## config.mk

```make
export PLATFORM = sky130hd
export DESIGN_NAME = keyed_table_with_aging
export DESIGN_NICKNAME = d
export VERILOG_FILES = /design/src/hw/rtl/kta_pkg.sv /design/src/hw/rtl/kta_ram.sv /design/src/hw/rtl/kta_seq.sv /design/src/hw/rtl/keyed_table_with_aging.sv
export SDC_FILE = /design/constraint.sdc
export NUM_CORES = 2
export LEC_CHECK = 0
export BUFFER_PORTS_ARGS = -buffer_cell sky130_fd_sc_hd__buf_2
export CAP_MARGIN = 40
export CORE_ASPECT_RATIO = 1.5
export CORE_MARGIN = 1.5
export CORE_UTILIZATION = 50
export CTS_CLUSTER_SIZE = 25
export DETAILED_ROUTE_END_ITERATION = 10
export PLACE_DENSITY = 0.77
export SLEW_MARGIN = 40
export SYNTH_ARGS = -nofsm -noshare
export SYNTH_HDL_FRONTEND = slang
export SYNTH_HIERARCHICAL = 1
export SYNTH_SLANG_ARGS = --single-unit
```

## constraint.sdc

```tcl
create_clock -name clock -period 22.1 [get_ports clock]
set_input_delay 2.21 -clock clock [delete_from_list [all_inputs] [get_ports clock]]
set_output_delay 2.21 -clock clock [all_outputs]
set_load 0.01 [all_outputs]
```

## src/hw/rtl/kta_pkg.sv

```systemverilog
// Shared types and constants for the keyed table with aging.
package kta_pkg;

   // Default geometry
   localparam int DEF_CAPACITY = 16;
   localparam int DEF_KEY_BITS = 64;

   // Fixed field widths
   localparam int DATA_W  = 64;
   localparam int SLOT_W  = 4;
   localparam int COUNT_W = 5;

   localparam logic [COUNT_W-1:0] MAX_RESULTS = 5'd16;
   localparam logic [COUNT_W-1:0] COUNT_SAT   = 5'd31;
   localparam logic [DATA_W-1:0]  SIGN_BIT    = 64'h8000_0000_0000_0000;

   localparam logic STATUS_OK   = 1'b0;
   localparam logic STATUS_FAIL = 1'b1;

   // Operation codes
   typedef enum logic [1:0] {
      OP_UPSERT   = 2'd0,
      OP_REMOVE   = 2'd1,
      OP_PRUNE    = 2'd2,
      OP_SNAPSHOT = 2'd3
   } op_type;

   // Sequencer states
   typedef enum logic [1:0] {
      ST_IDLE   = 2'd0,
      ST_SCAN   = 2'd1,
      ST_DRAIN  = 2'd2,
      ST_FINISH = 2'd3
   } state_type;

   // Sequencer controls toward the datapath
   typedef struct packed {
      logic busy;    // a transaction is in progress
      logic rd_en;   // read the entry RAM at the scan address
      logic chk;     // read data for chk_idx is present this cycle
      logic finish;  // final cycle: commit and report
   } seq_ctl_type;

endpackage

```

## src/hw/rtl/kta_ram.sv

```systemverilog
// Generic single-write, single-read RAM with registered read data.
module kta_ram #(
   parameter int WIDTH = kta_pkg::DEF_KEY_BITS + 2 * kta_pkg::DATA_W,
   parameter int DEPTH = kta_pkg::DEF_CAPACITY
) (
   input  logic                                 clock,
   input  logic                                 wr_en,
   input  logic [(DEPTH > 1 ? $clog2(DEPTH) : 1)-1:0] wr_addr,
   input  logic [WIDTH-1:0]                     wr_data,
   input  logic                                 rd_en,
   input  logic [(DEPTH > 1 ? $clog2(DEPTH) : 1)-1:0] rd_addr,
   output logic [WIDTH-1:0]                     rd_data
);

   logic [WIDTH-1:0] mem [DEPTH];
   logic [WIDTH-1:0] rd_data_ff;

   // Write port
   always_ff @(posedge clock) begin
      if (wr_en) begin
         mem[wr_addr] <= wr_data;
      end
   end

   // Registered read port
   always_ff @(posedge clock) begin
      if (rd_en) begin
         rd_data_ff <= mem[rd_addr];
      end
   end

   assign rd_data = rd_data_ff;

endmodule

```

## src/hw/rtl/kta_seq.sv

```systemverilog
// Scan sequencer: walks every slot once per transaction unless stopped, one RAM read a cycle.
module kta_seq #(
   parameter int CAPACITY = kta_pkg::DEF_CAPACITY
) (
   input  logic                         clock,
   input  logic                         reset,
   input  logic                         accept,
   input  logic                         stop,
   output kta_pkg::seq_ctl_type         ctl,
   output logic [(CAPACITY > 1 ? $clog2(CAPACITY) : 1)-1:0] rd_addr,
   output logic [(CAPACITY > 1 ? $clog2(CAPACITY) : 1)-1:0] chk_idx
);

   localparam int IDX_W = CAPACITY > 1 ? $clog2(CAPACITY) : 1;
   localparam logic [IDX_W-1:0] LAST_IDX = IDX_W'(CAPACITY - 1);

   kta_pkg::state_type state_ff, state_in;
   logic [IDX_W-1:0]   addr_ff, addr_in;
   logic [IDX_W-1:0]   chk_idx_ff, chk_idx_in;
   logic               chk_ff, chk_in;

   // Next state
   always_comb begin
      state_in = state_ff;
      case (state_ff)
         kta_pkg::ST_IDLE: begin
            if (accept) begin
               state_in = kta_pkg::ST_SCAN;
            end
         end
         kta_pkg::ST_SCAN: begin
            if (stop) begin
               state_in = kta_pkg::ST_IDLE;
            end else if (addr_ff == LAST_IDX) begin
               state_in = kta_pkg::ST_DRAIN;
            end
         end
         kta_pkg::ST_DRAIN: begin
            if (stop) begin
               state_in = kta_pkg::ST_IDLE;
            end else begin
               state_in = kta_pkg::ST_FINISH;
            end
         end
         kta_pkg::ST_FINISH: begin
            state_in = kta_pkg::ST_IDLE;
         end
         default: begin
            state_in = kta_pkg::ST_IDLE;
         end
      endcase
   end

   // Outputs
   always_comb begin
      ctl.busy   = 1'b1;
      ctl.rd_en  = 1'b0;
      ctl.finish = 1'b0;
      case (state_ff)
         kta_pkg::ST_IDLE: begin
            ctl.busy = 1'b0;
         end
         kta_pkg::ST_SCAN: begin
            ctl.rd_en = 1'b1;
         end
         kta_pkg::ST_DRAIN: begin
            ctl.rd_en = 1'b0;
         end
         kta_pkg::ST_FINISH: begin
            ctl.finish = 1'b1;
         end
         default: begin
            ctl.busy = 1'b0;
         end
      endcase
      ctl.chk = chk_ff;
   end

   // Scan address and the index whose read data is due next cycle
   always_comb begin
      addr_in    = addr_ff;
      chk_in     = (state_ff == kta_pkg::ST_SCAN) && !stop;
      chk_idx_in = addr_ff;
      if (accept) begin
         addr_in = '0;
      end else if (state_ff == kta_pkg::ST_SCAN) begin
         addr_in = addr_ff + 1'b1;
      end
   end

   always_ff @(posedge clock) begin
      if (reset) begin
         state_ff <= kta_pkg::ST_IDLE;
         addr_ff  <= '0;
         chk_ff   <= 1'b0;
      end else begin
         state_ff <= state_in;
         addr_ff  <= addr_in;
         chk_ff   <= chk_in;
      end
   end

   always_ff @(posedge clock) begin
      chk_idx_ff <= chk_idx_in;
   end

   assign rd_addr = addr_ff;
   assign chk_idx = chk_idx_ff;

endmodule

```

## src/hw/rtl/keyed_table_with_aging.sv

```systemverilog
// Top level: keyed table with aging, entries in RAM, valid marks in flops.
//
//   channel   handshake                  direction  contents
//   request   start / busy               in         req_operation, req_key, req_payload,
//                                                   req_timestamp, req_ttl, req_max_out
//   response  rsp_strobe (one cycle)     out        rsp_status, rsp_slot, rsp_count,
//                                                   rsp_entry_*, rsp_last
//
// Every transaction but a snapshot that ends early reads each slot of the entry RAM once,
// one slot per cycle; busy stays high through the scan, the RAM read and the commit.
// A snapshot emits entries as the scan finds them and stops at its limit or its last valid entry.
// Reset clears all valid marks at once; the table is empty and usable right after.
// Responses cannot be stalled: each is shown for exactly one cycle on rsp_strobe.
module keyed_table_with_aging #(
   parameter int CAPACITY = kta_pkg::DEF_CAPACITY,
   parameter int KEY_BITS = kta_pkg::DEF_KEY_BITS
) (
   input  logic                                 clock,
   input  logic                                 reset,
   input  logic                                 start,
   output logic                                 busy,
   input  logic [1:0]                           req_operation,
   input  logic [kta_pkg::DATA_W-1:0]           req_key,
   input  logic [kta_pkg::DATA_W-1:0]           req_payload,
   input  logic signed [kta_pkg::DATA_W-1:0]    req_timestamp,
   input  logic signed [kta_pkg::DATA_W-1:0]    req_ttl,
   input  logic [kta_pkg::COUNT_W-1:0]          req_max_out,
   output logic                                 rsp_strobe,
   output logic                                 rsp_status,
   output logic [kta_pkg::SLOT_W-1:0]           rsp_slot,
   output logic [kta_pkg::COUNT_W-1:0]          rsp_count,
   output logic                                 rsp_entry_valid,
   output logic [kta_pkg::DATA_W-1:0]           rsp_entry_key,
   output logic [kta_pkg::DATA_W-1:0]           rsp_entry_payload,
   output logic signed [kta_pkg::DATA_W-1:0]    rsp_entry_time,
   output logic                                 rsp_last
);

   localparam int IDX_W = CAPACITY > 1 ? $clog2(CAPACITY) : 1;
   localparam int DW    = kta_pkg::DATA_W;
   localparam int CW    = kta_pkg::COUNT_W;
   localparam int SW    = kta_pkg::SLOT_W;
   localparam int RAM_W = KEY_BITS + 2 * DW;

   kta_pkg::seq_ctl_type ctl;
   logic [IDX_W-1:0]     rd_addr;
   logic [IDX_W-1:0]     chk_idx;
   logic                 accept;
   logic                 stop;

   // Latched request
   kta_pkg::op_type      op_ff;
   logic [KEY_BITS-1:0]  key_ff;
   logic [DW-1:0]        payload_ff;
   logic [DW-1:0]        time_ff;
   logic [DW-1:0]        limit_ff;
   logic                 prune_en_ff;
   logic [CW-1:0]        lim_ff;

   // Scan results
   logic                 match_found_ff, match_found_in;
   logic [IDX_W-1:0]     match_idx_ff, match_idx_in;
   logic                 free_found_ff, free_found_in;
   logic [IDX_W-1:0]     free_idx_ff, free_idx_in;
   logic [CW-1:0]        count_ff, count_in;
   logic [CAPACITY-1:0]  valid_ff, valid_in;

   // Response registers
   logic                 rsp_strobe_ff, rsp_strobe_in;
   logic                 rsp_status_ff, rsp_status_in;
   logic [SW-1:0]        rsp_slot_ff, rsp_slot_in;
   logic [CW-1:0]        rsp_count_ff, rsp_count_in;
   logic                 rsp_ev_ff, rsp_ev_in;
   logic [DW-1:0]        rsp_key_ff, rsp_key_in;
   logic [DW-1:0]        rsp_pay_ff, rsp_pay_in;
   logic [DW-1:0]        rsp_time_ff, rsp_time_in;
   logic                 rsp_last_ff, rsp_last_in;

   // RAM access
   logic                 wr_en;
   logic [IDX_W-1:0]     wr_addr;
   logic [RAM_W-1:0]     rd_data;
   logic [KEY_BITS-1:0]  rd_key;
   logic [DW-1:0]        rd_pay;
   logic [DW-1:0]        rd_time;

   // Request-side arithmetic
   logic [DW-1:0]        bnow;
   logic [DW:0]          diff;
   logic [CW-1:0]        lim_in;

   // Check-stage helpers
   logic                 chk_valid;
   logic [CAPACITY-1:0]  after_mask;
   logic                 more_after;
   logic [KEY_BITS+DW-1:0] key_ext;
   logic [IDX_W+SW-1:0]  slot_ext;
   logic [IDX_W-1:0]     done_idx;
   logic                 done_ok;

   assign accept = start && !ctl.busy;
   assign busy   = ctl.busy;

   kta_seq #(
      .CAPACITY(CAPACITY)
   ) u_seq (
      .clock   (clock),
      .reset   (reset),
      .accept  (accept),
      .stop    (stop),
      .ctl     (ctl),
      .rd_addr (rd_addr),
      .chk_idx (chk_idx)
   );

   kta_ram #(
      .WIDTH(RAM_W),
      .DEPTH(CAPACITY)
   ) u_ram (
      .clock   (clock),
      .wr_en   (wr_en),
      .wr_addr (wr_addr),
      .wr_data ({key_ff, payload_ff, time_ff}),
      .rd_en   (ctl.rd_en),
      .rd_addr (rd_addr),
      .rd_data (rd_data)
   );

   assign rd_time = rd_data[DW-1:0];
   assign rd_pay  = rd_data[2*DW-1:DW];
   assign rd_key  = rd_data[RAM_W-1:2*DW];

   // Prune limit in 65 bits on biased times; a borrow means nothing can be older
   assign bnow   = $unsigned(req_timestamp) ^ kta_pkg::SIGN_BIT;
   assign diff   = {1'b0, bnow} - {1'b0, $unsigned(req_ttl)};
   assign lim_in = (req_max_out > kta_pkg::MAX_RESULTS) ? kta_pkg::MAX_RESULTS : req_max_out;

   always_ff @(posedge clock) begin
      if (accept) begin
         op_ff       <= kta_pkg::op_type'(req_operation);
         key_ff      <= req_key[KEY_BITS-1:0];
         payload_ff  <= req_payload;
         time_ff     <= $unsigned(req_timestamp);
         limit_ff    <= diff[DW-1:0];
         prune_en_ff <= !req_ttl[DW-1] && !diff[DW];
         lim_ff      <= lim_in;
      end
   end

   // Slots after the one being checked, for the last-entry flag of a snapshot
   always_comb begin
      for (int j = 0; j < CAPACITY; j++) begin
         after_mask[j] = IDX_W'(j) > chk_idx;
      end
   end

   assign more_after = |(valid_ff & after_mask);
   assign chk_valid  = valid_ff[chk_idx];
   assign key_ext    = {{DW{1'b0}}, rd_key};

   // Outcome of upsert and remove at commit time
   always_comb begin
      done_ok  = 1'b0;
      done_idx = match_idx_ff;
      if (key_ff != '0) begin
         if (match_found_ff) begin
            done_ok = 1'b1;
         end else if (op_ff == kta_pkg::OP_UPSERT && free_found_ff) begin
            done_ok  = 1'b1;
            done_idx = free_idx_ff;
         end
      end
   end

   assign slot_ext = {{SW{1'b0}}, done_idx};
   assign wr_en    = ctl.finish && op_ff == kta_pkg::OP_UPSERT && done_ok;
   assign wr_addr  = done_idx;

   // Check stage and commit
   always_comb begin
      match_found_in = match_found_ff;
      match_idx_in   = match_idx_ff;
      free_found_in  = free_found_ff;
      free_idx_in    = free_idx_ff;
      count_in       = count_ff;
      valid_in       = valid_ff;
      stop           = 1'b0;

      rsp_strobe_in  = 1'b0;
      rsp_status_in  = kta_pkg::STATUS_OK;
      rsp_slot_in    = '0;
      rsp_count_in   = '0;
      rsp_ev_in      = 1'b0;
      rsp_key_in     = '0;
      rsp_pay_in     = '0;
      rsp_time_in    = '0;
      rsp_last_in    = 1'b0;

      if (accept) begin
         match_found_in = 1'b0;
         free_found_in  = 1'b0;
         count_in       = '0;
      end

      if (ctl.chk) begin
         case (op_ff)
            kta_pkg::OP_UPSERT, kta_pkg::OP_REMOVE: begin
               if (chk_valid && rd_key == key_ff && !match_found_ff) begin
                  match_found_in = 1'b1;
                  match_idx_in   = chk_idx;
               end
               if (!chk_valid && !free_found_ff) begin
                  free_found_in = 1'b1;
                  free_idx_in   = chk_idx;
               end
            end
            kta_pkg::OP_PRUNE: begin
               if (prune_en_ff && chk_valid
                   && (rd_time ^ kta_pkg::SIGN_BIT) < limit_ff) begin
                  valid_in[chk_idx] = 1'b0;
                  if (count_ff != kta_pkg::COUNT_SAT) begin
                     count_in = count_ff + 1'b1;
                  end
               end
            end
            kta_pkg::OP_SNAPSHOT: begin
               if (chk_valid && count_ff < lim_ff) begin
                  count_in      = count_ff + 1'b1;
                  rsp_strobe_in = 1'b1;
                  rsp_count_in  = count_ff + 1'b1;
                  rsp_ev_in     = 1'b1;
                  rsp_key_in    = key_ext[DW-1:0];
                  rsp_pay_in    = rd_pay;
                  rsp_time_in   = rd_time;
                  rsp_last_in   = (count_ff + 1'b1 == lim_ff) || !more_after;
                  stop          = rsp_last_in;
               end
            end
            default: begin
               stop = 1'b0;
            end
         endcase
      end

      if (ctl.finish) begin
         rsp_strobe_in = 1'b1;
         rsp_last_in   = 1'b1;
         case (op_ff)
            kta_pkg::OP_UPSERT, kta_pkg::OP_REMOVE: begin
               if (done_ok) begin
                  rsp_slot_in       = slot_ext[SW-1:0];
                  valid_in[done_idx] = (op_ff == kta_pkg::OP_UPSERT);
               end else begin
                  rsp_status_in = kta_pkg::STATUS_FAIL;
               end
            end
            kta_pkg::OP_PRUNE: begin
               rsp_count_in = count_ff;
            end
            kta_pkg::OP_SNAPSHOT: begin
               // only reached when nothing was emitted
               rsp_count_in = '0;
            end
            default: begin
               rsp_status_in = kta_pkg::STATUS_FAIL;
            end
         endcase
      end
   end

   always_ff @(posedge clock) begin
      if (reset) begin
         valid_ff       <= '0;
         match_found_ff <= 1'b0;
         free_found_ff  <= 1'b0;
         count_ff       <= '0;
         rsp_strobe_ff  <= 1'b0;
      end else begin
         valid_ff       <= valid_in;
         match_found_ff <= match_found_in;
         free_found_ff  <= free_found_in;
         count_ff       <= count_in;
         rsp_strobe_ff  <= rsp_strobe_in;
      end
   end

   always_ff @(posedge clock) begin
      match_idx_ff  <= match_idx_in;
      free_idx_ff   <= free_idx_in;
      rsp_status_ff <= rsp_status_in;
      rsp_slot_ff   <= rsp_slot_in;
      rsp_count_ff  <= rsp_count_in;
      rsp_ev_ff     <= rsp_ev_in;
      rsp_key_ff    <= rsp_key_in;
      rsp_pay_ff    <= rsp_pay_in;
      rsp_time_ff   <= rsp_time_in;
      rsp_last_ff   <= rsp_last_in;
   end

   assign rsp_strobe        = rsp_strobe_ff;
   assign rsp_status        = rsp_status_ff;
   assign rsp_slot          = rsp_slot_ff;
   assign rsp_count         = rsp_count_ff;
   assign rsp_entry_valid   = rsp_ev_ff;
   assign rsp_entry_key     = rsp_key_ff;
   assign rsp_entry_payload = rsp_pay_ff;
   assign rsp_entry_time    = $signed(rsp_time_ff);
   assign rsp_last          = rsp_last_ff;

endmodule

```

== Word-level counts from Yosys, hierarchy flattened ==
Memory sizes are Yosys's and may differ from the RTL's. A register that Yosys moved wholly into a read port is not among the register bits.
Cells that the tools add are included.

* Register bits: 511
* RAM bits: 3072
* Input port bits: 266
* Output and inout bits: 206
* Word-level logic and storage cells: 160
* Memories kept: 1

{| class="wikitable"
|+ Memories
! memory !! depth !! bits a word !! rd ports !! clocked after Yosys merged registers in !! write ports !! RTL line !! source
|-
| u_ram.mem || 16 || 192 || 1 || 1 || 1 || kta_ram.sv:15 || <nowiki>logic [WIDTH-1:0] mem [DEPTH];</nowiki>
|}

* $add $sub $neg: 3
* Magnitude comparators: 23
* Equal/unequal tests: 12
* Multiplexer cells: 56
* Bitwise logic cells: 5
* Reductions and logical operators: 34

{| class="wikitable"
|+ Operators by type and width
! kind !! count
|-
| $mux 16 || 6
|-
| $sub 64x64->65 || 1
|-
| $eq 64x64->1 || 1
|-
| $lt 64x64->1 || 1
|-
| $reduce_bool 64->1 || 1
|-
| $mux 5 || 9
|-
| $and 16x16->16 || 2
|-
| $gt 4x4->1 const A || 8
|-
| $mux 1 || 27
|-
| $pmux 5 s2 || 2
|-
| $bwmux 16 || 1
|-
| $gt 3x4->1 const A || 4
|-
| $not 16->16 || 1
|-
| $reduce_or 16->1 || 1
|-
| $logic_and 1x1->1 || 14
|-
| $mux 4 || 3
|-
| $reduce_and 3->1 || 4
|-
| $lt 4x5->1 const B || 2
|-
| $demux 1 s4 || 2
|-
| $eq 2x2->1 const B || 4
|-
| $ge 4x1->1 const B || 2
|-
| $gt 1x4->1 const A || 2
|-
| $gt 2x4->1 const A || 2
|-
| $mux 2 || 4
|-
| other kinds (18) || 29
|}

== Longest topological paths before layout ==
* Depth in word-level cells: 13
* Gate-level depth with buffers: 14
* Depth with buffers taken out: 13

== Cells and area by module ==
Netlist, hierarchy kept.

{| class="wikitable"
|+ By module, submodules not included
! module !! instances !! cells an instance !! area an instance (µm²)
|-
| kta_ram || 1 || 5024 || 120724.5
|-
| keyed_table_with_aging || 1 || 1884 || 21891.0
|-
| kta_seq || 1 || 37 || 410.4
|}

== Worst setup path after synthesis ==
OpenSTA, ideal clock, no wires.

* Path type: register -> register
* Start: register key_ff[38]
* End: memory u_ram/mem[0][0] (netlist name) (enable)
* Setup time: 0.979 ns
* Arrival time: 15.292 ns
* Data required time: 21.121 ns
* Slack: 5.829 ns
* Cell stages (with the launch flop): 9
* Clock period less this slack: 16.271 ns
* Path through: edfxtp_1 > nor4_1 > nand4_1 > nor4_1 > nor3_2 > mux2i_1 > inv_1 > or3b_2 > nor3_1

{| class="wikitable"
|+ RTL lines
! item !! RTL line !! source
|-
| start, declared || keyed_table_with_aging.sv:53 || <nowiki>logic [KEY_BITS-1:0] key_ff;</nowiki>
|-
| start signal, assigned || keyed_table_with_aging.sv:141 || <nowiki>key_ff <= req_key[KEY_BITS-1:0];</nowiki>
|-
| $reduce_bool 64->1 || keyed_table_with_aging.sv:165 || <nowiki>if (key_ff != '0) begin</nowiki>
|-
| $mux 4 || keyed_table_with_aging.sv:165 ||
|-
| via done_idx[2] || keyed_table_with_aging.sv:98 || <nowiki>logic [IDX_W-1:0] done_idx;</nowiki>
|-
| end, declared || kta_ram.sv:15 ||
|}

The timed path passes the listed nets, and every way through them passes these cells.

== Worst setup path after layout ==
* Start: register key_ff[57]
* End: memory u_ram/mem[2][115] (netlist name) (enable)

The elaborated chain is that of the path after synthesis.

==> impl_metrics.json <==
{
  "rr_worst_depth": 14,
  "power_density_mw_per_mm2": 103,
  "track_usage_pct": 25.1,
  "synth_seq_cells": 3775,
  "wl_um": 366000,
  "tritoncts": "done",
  "clock-root-buffer": "clkbuf_16",
  "crit_fanout": 56,
  "dr.pass1.iters": 5,
  "worst_hold_startpoint": "u_ram/rd_data[92]",
  "syn_inst": 6945,
  "antenna_left": 0,
  "vias": 72789,
  "arrival_ps": 7420,
  "max-slew-margin-rel_pct": 36.0,
  "ys_seq_area_share_pct": 77.6,
  "timing.rr.start": "key_ff[57]",
  "finClkSkew_ps": 52.5,
  "drv_cap": 0,
  "place_hpwl_um": 206000,
  "viasPerCell": 6.27,
  "hold_depth": 1,
  "synth_top_family_by_area": "multiplexers",
  "io_pins": 472,
  "grt_pass1_vias": 74777,
  "drtIter0Drc": 8601,
  "worstSetupPathType": "flop to flop",
  "cp-start-kind": "flop",
  "clock_path_buffers": 4,
  "min_to": "rsp_entry_payload[28]",
  "setup_viol_count_final": 0,
  "endpoint_kind": "flop",
  "cts.sinks": 3775,
  "initial_core_util_pct": 50.2,
  "antenna_found_initial": 27,
  "synth_compound_gate_area_share_pct": 3.76,
  "worst_setup_hold_path_clk_slew_ps": 70,
  "final_common_cell": "edfxtp_1",
  "die_area_mm2": 0.289,
  "syn-cell-area_mm2": 0.143,
  "status": "finished clean",
  "grt_pass1_wl_um": 523000,
  "slew_violations": 0,
  "drive_above_1_share_pct": 24.5,
  "postSynth.asyncResetShare_pct": 0,
  "num-fill-cells": 20096,
  "startpoint": "key_ff[57]",
  "synth_xor_area_share_pct": 0.821,
  "power_leakage_nw": 52.5,
  "grt_start_max_net_pins": 106,
  "port_buffers": 471,
  "peakVddDrop_mv": 0.0815,
  "dp.cells": 10985,
  "min_path_type": "flop to flop",
  "fmax_ghz": 0.146,
  "syn_area_per_cell_um2": 20.6,
  "rows": 240,
  "synthFlopType": "edfxtp_1",
  "reg2reg_to": "u_ram/mem[2][115]",
  "hold_viol": 0,
  "synth_edf_count": 3536,
  "overflow": 0,
  "yosys_warnings": 6,
  "die_h_um": 658,
  "reg2reg_slack_ps": 15240,
  "synth-simple-area-share_pct": 2.81,
  "synth_cell_types": 80,
  "clock_latency_ps": 910,
  "chipWidth_um": 440,
  "postCtsResizedCells": 0,
  "nNetsFinal": 7987,
  "core_area_mm2": 0.285,
  "finalCriticalPeriod_ps": 6860,
  "cts_buffers": 340,
  "gp_congestion": 0.893,
  "worst_slew_pin_slew_ps": 947,
  "synth_mux_area_share_pct": 12.3,
  "fin_crit_sh_pct": 31.0,
  "drt_drc_violations_left": 0,
  "syn_nets": 7347,
  "final_cell_mix": "edfxtp_1, mux4_2, buf_2, clkbuf_16, a22oi_1",
  "crit_required_ps": 22670,
  "wl_per_cell_um": 31.5,
  "htree_levels": 5,
  "layout.cells.non_filler": 11613,
  "holdBufCountCts": 0,
  "fin_setup_tns_ps": 0,
  "rsz0062_at_grt": "false",
  "post_cts_buffers": 0,
  "area_growth_pct": 13.3,
  "synthAdderAreaFrac_pct": 1.19
}
-- cell type report --
cell class              count  area [µm²]  share of cell area [%]
well taps                3751        4690                    2.90
flip-flops and latches   3775      111000                    68.5
clock inverters           184        1940                    1.19
clock buffers             429        9090                    5.61
multi-input cells        2673       30200                    18.6
inverters                 172         668                   0.412
repair buffers            623        4550                    2.80
diodes                      6        15.0                 0.00926
-- state kept, by name (all words and copies together), names as in the netlist, 5 cells and up --
| signal | flops |
|---|---|
| limit_ff | 64 |
| lim_ff | 5 |
| u_ram/mem | 3072 |
| key_ff | 64 |
| rsp_count | 5 |
| time_ff | 64 |
| rsp_entry_key | 64 |
| rsp_entry_time | 64 |
| u_ram/rd_data | 192 |
| rsp_entry_payload | 64 |
| count_ff | 5 |
| payload_ff | 64 |
| valid_ff | 16 |
-- Yosys cell counts, types with 6 or more instances --
library cell  count  area, µm²
buf_6             6       67.6
a21oi_1         141        706
o21a_1            7       52.6
nor4_1           45        282
buf_1            31        116
nand2_1         249        935
ha_1            135       1690
dfxtp_1         239       4780
edfxtp_1       3536     106000
buf_2            91        455
clkbuf_1        158        593
mux2i_1         131       1310
buf_4            39        293
o311ai_0         10       87.6
nand3_1          29        145
and4_1            6       52.6
o211ai_1         32        240
a21o_1           51        383
xnor2_1          64        561
nor3_1           30        150
mux4_2          722      16300
nand2b_1         22        138
o21ai_0          48        240
or2_2             8       50.1
a22oi_1         330       2480
nand3b_1          9       67.6
or3_1             8       50.1
and2_1          202       1260
o22ai_1          32        200
inv_1           170        638
o21bai_1         22        165
nor2_1           78        293
nand4_1          36        225
a211oi_1         35        263
nor2b_1          33        206
xor2_1           70        613
-- routing by layer --
layer,wire [µm],vias to the layer above,global-route usage (%)
li1,-,29657,-
met1,132000,37758,32.8
met2,184000,4617,42.0
met3,34400,755,4.02
met4,16400,2,10.3
met5,13,-,0
-- worst max path at each step --
| stage | slack [ps] | to | depth (start not counted) |
|---|---|---|---|
| 3_5_place_dp | 15000 | u_ram/mem[2][121] | 12 |
| 5_1_grt | 14930 | u_ram/mem[2][115] | 14 |
| 4_1_cts | 14980 | u_ram/mem[2][115] | 12 |
| 3_3_place_gp | 15030 | u_ram/mem[2][115] | 11 |
| 6_report | 15240 | u_ram/mem[2][115] | 14 |
| 2_1_floorplan | 5830 | u_ram/mem[0][0] | 8 |
-- power breakdown --
part	switching (mW)	total (mW)	internal [mW]
clock	2.59	5.90	3.31
combinational	1.01	1.78	0.770
sequential	0.492	8.97	8.47
total	4.09	16.6	12.6
-- through the flow --
step	hold WS, ps	setup slack [ps]	power [mW]	utilization [%]	cell area [µm²]
after floorplan	376	5830	10.2	-	143000
after global placement	423	15030	10.8	52.6	150000
after detailed placement	431	15000	10.9	53.0	151000
after CTS	445	14980	16.7	56.8	162000
after global routing	459	14930	17.1	56.9	162000
final	442	15240	16.6	56.9	162000
-- critical path: stages, from the launching register on --
cell and delay (ps):
edfxtp_1 640, nor4_1 800, nand4_1 470, nor4_1 780
nor3_2 260, mux2i_1 440, inv_1 310, nand2b_1 410
nor2_4 200, buf_12 300, buf_16 380, buf_4 370
buf_12 280, buf_4 450, buf_12 280
-- cell families after synthesis --
logic type / count (synthesis)
flops: 3775
mux: 856
fa+ha+maj: 136
xor+xnor: 134
simple gates: 776
compound gates: 771
buf+inv: 497
Power figures use the tool's default switching activity.
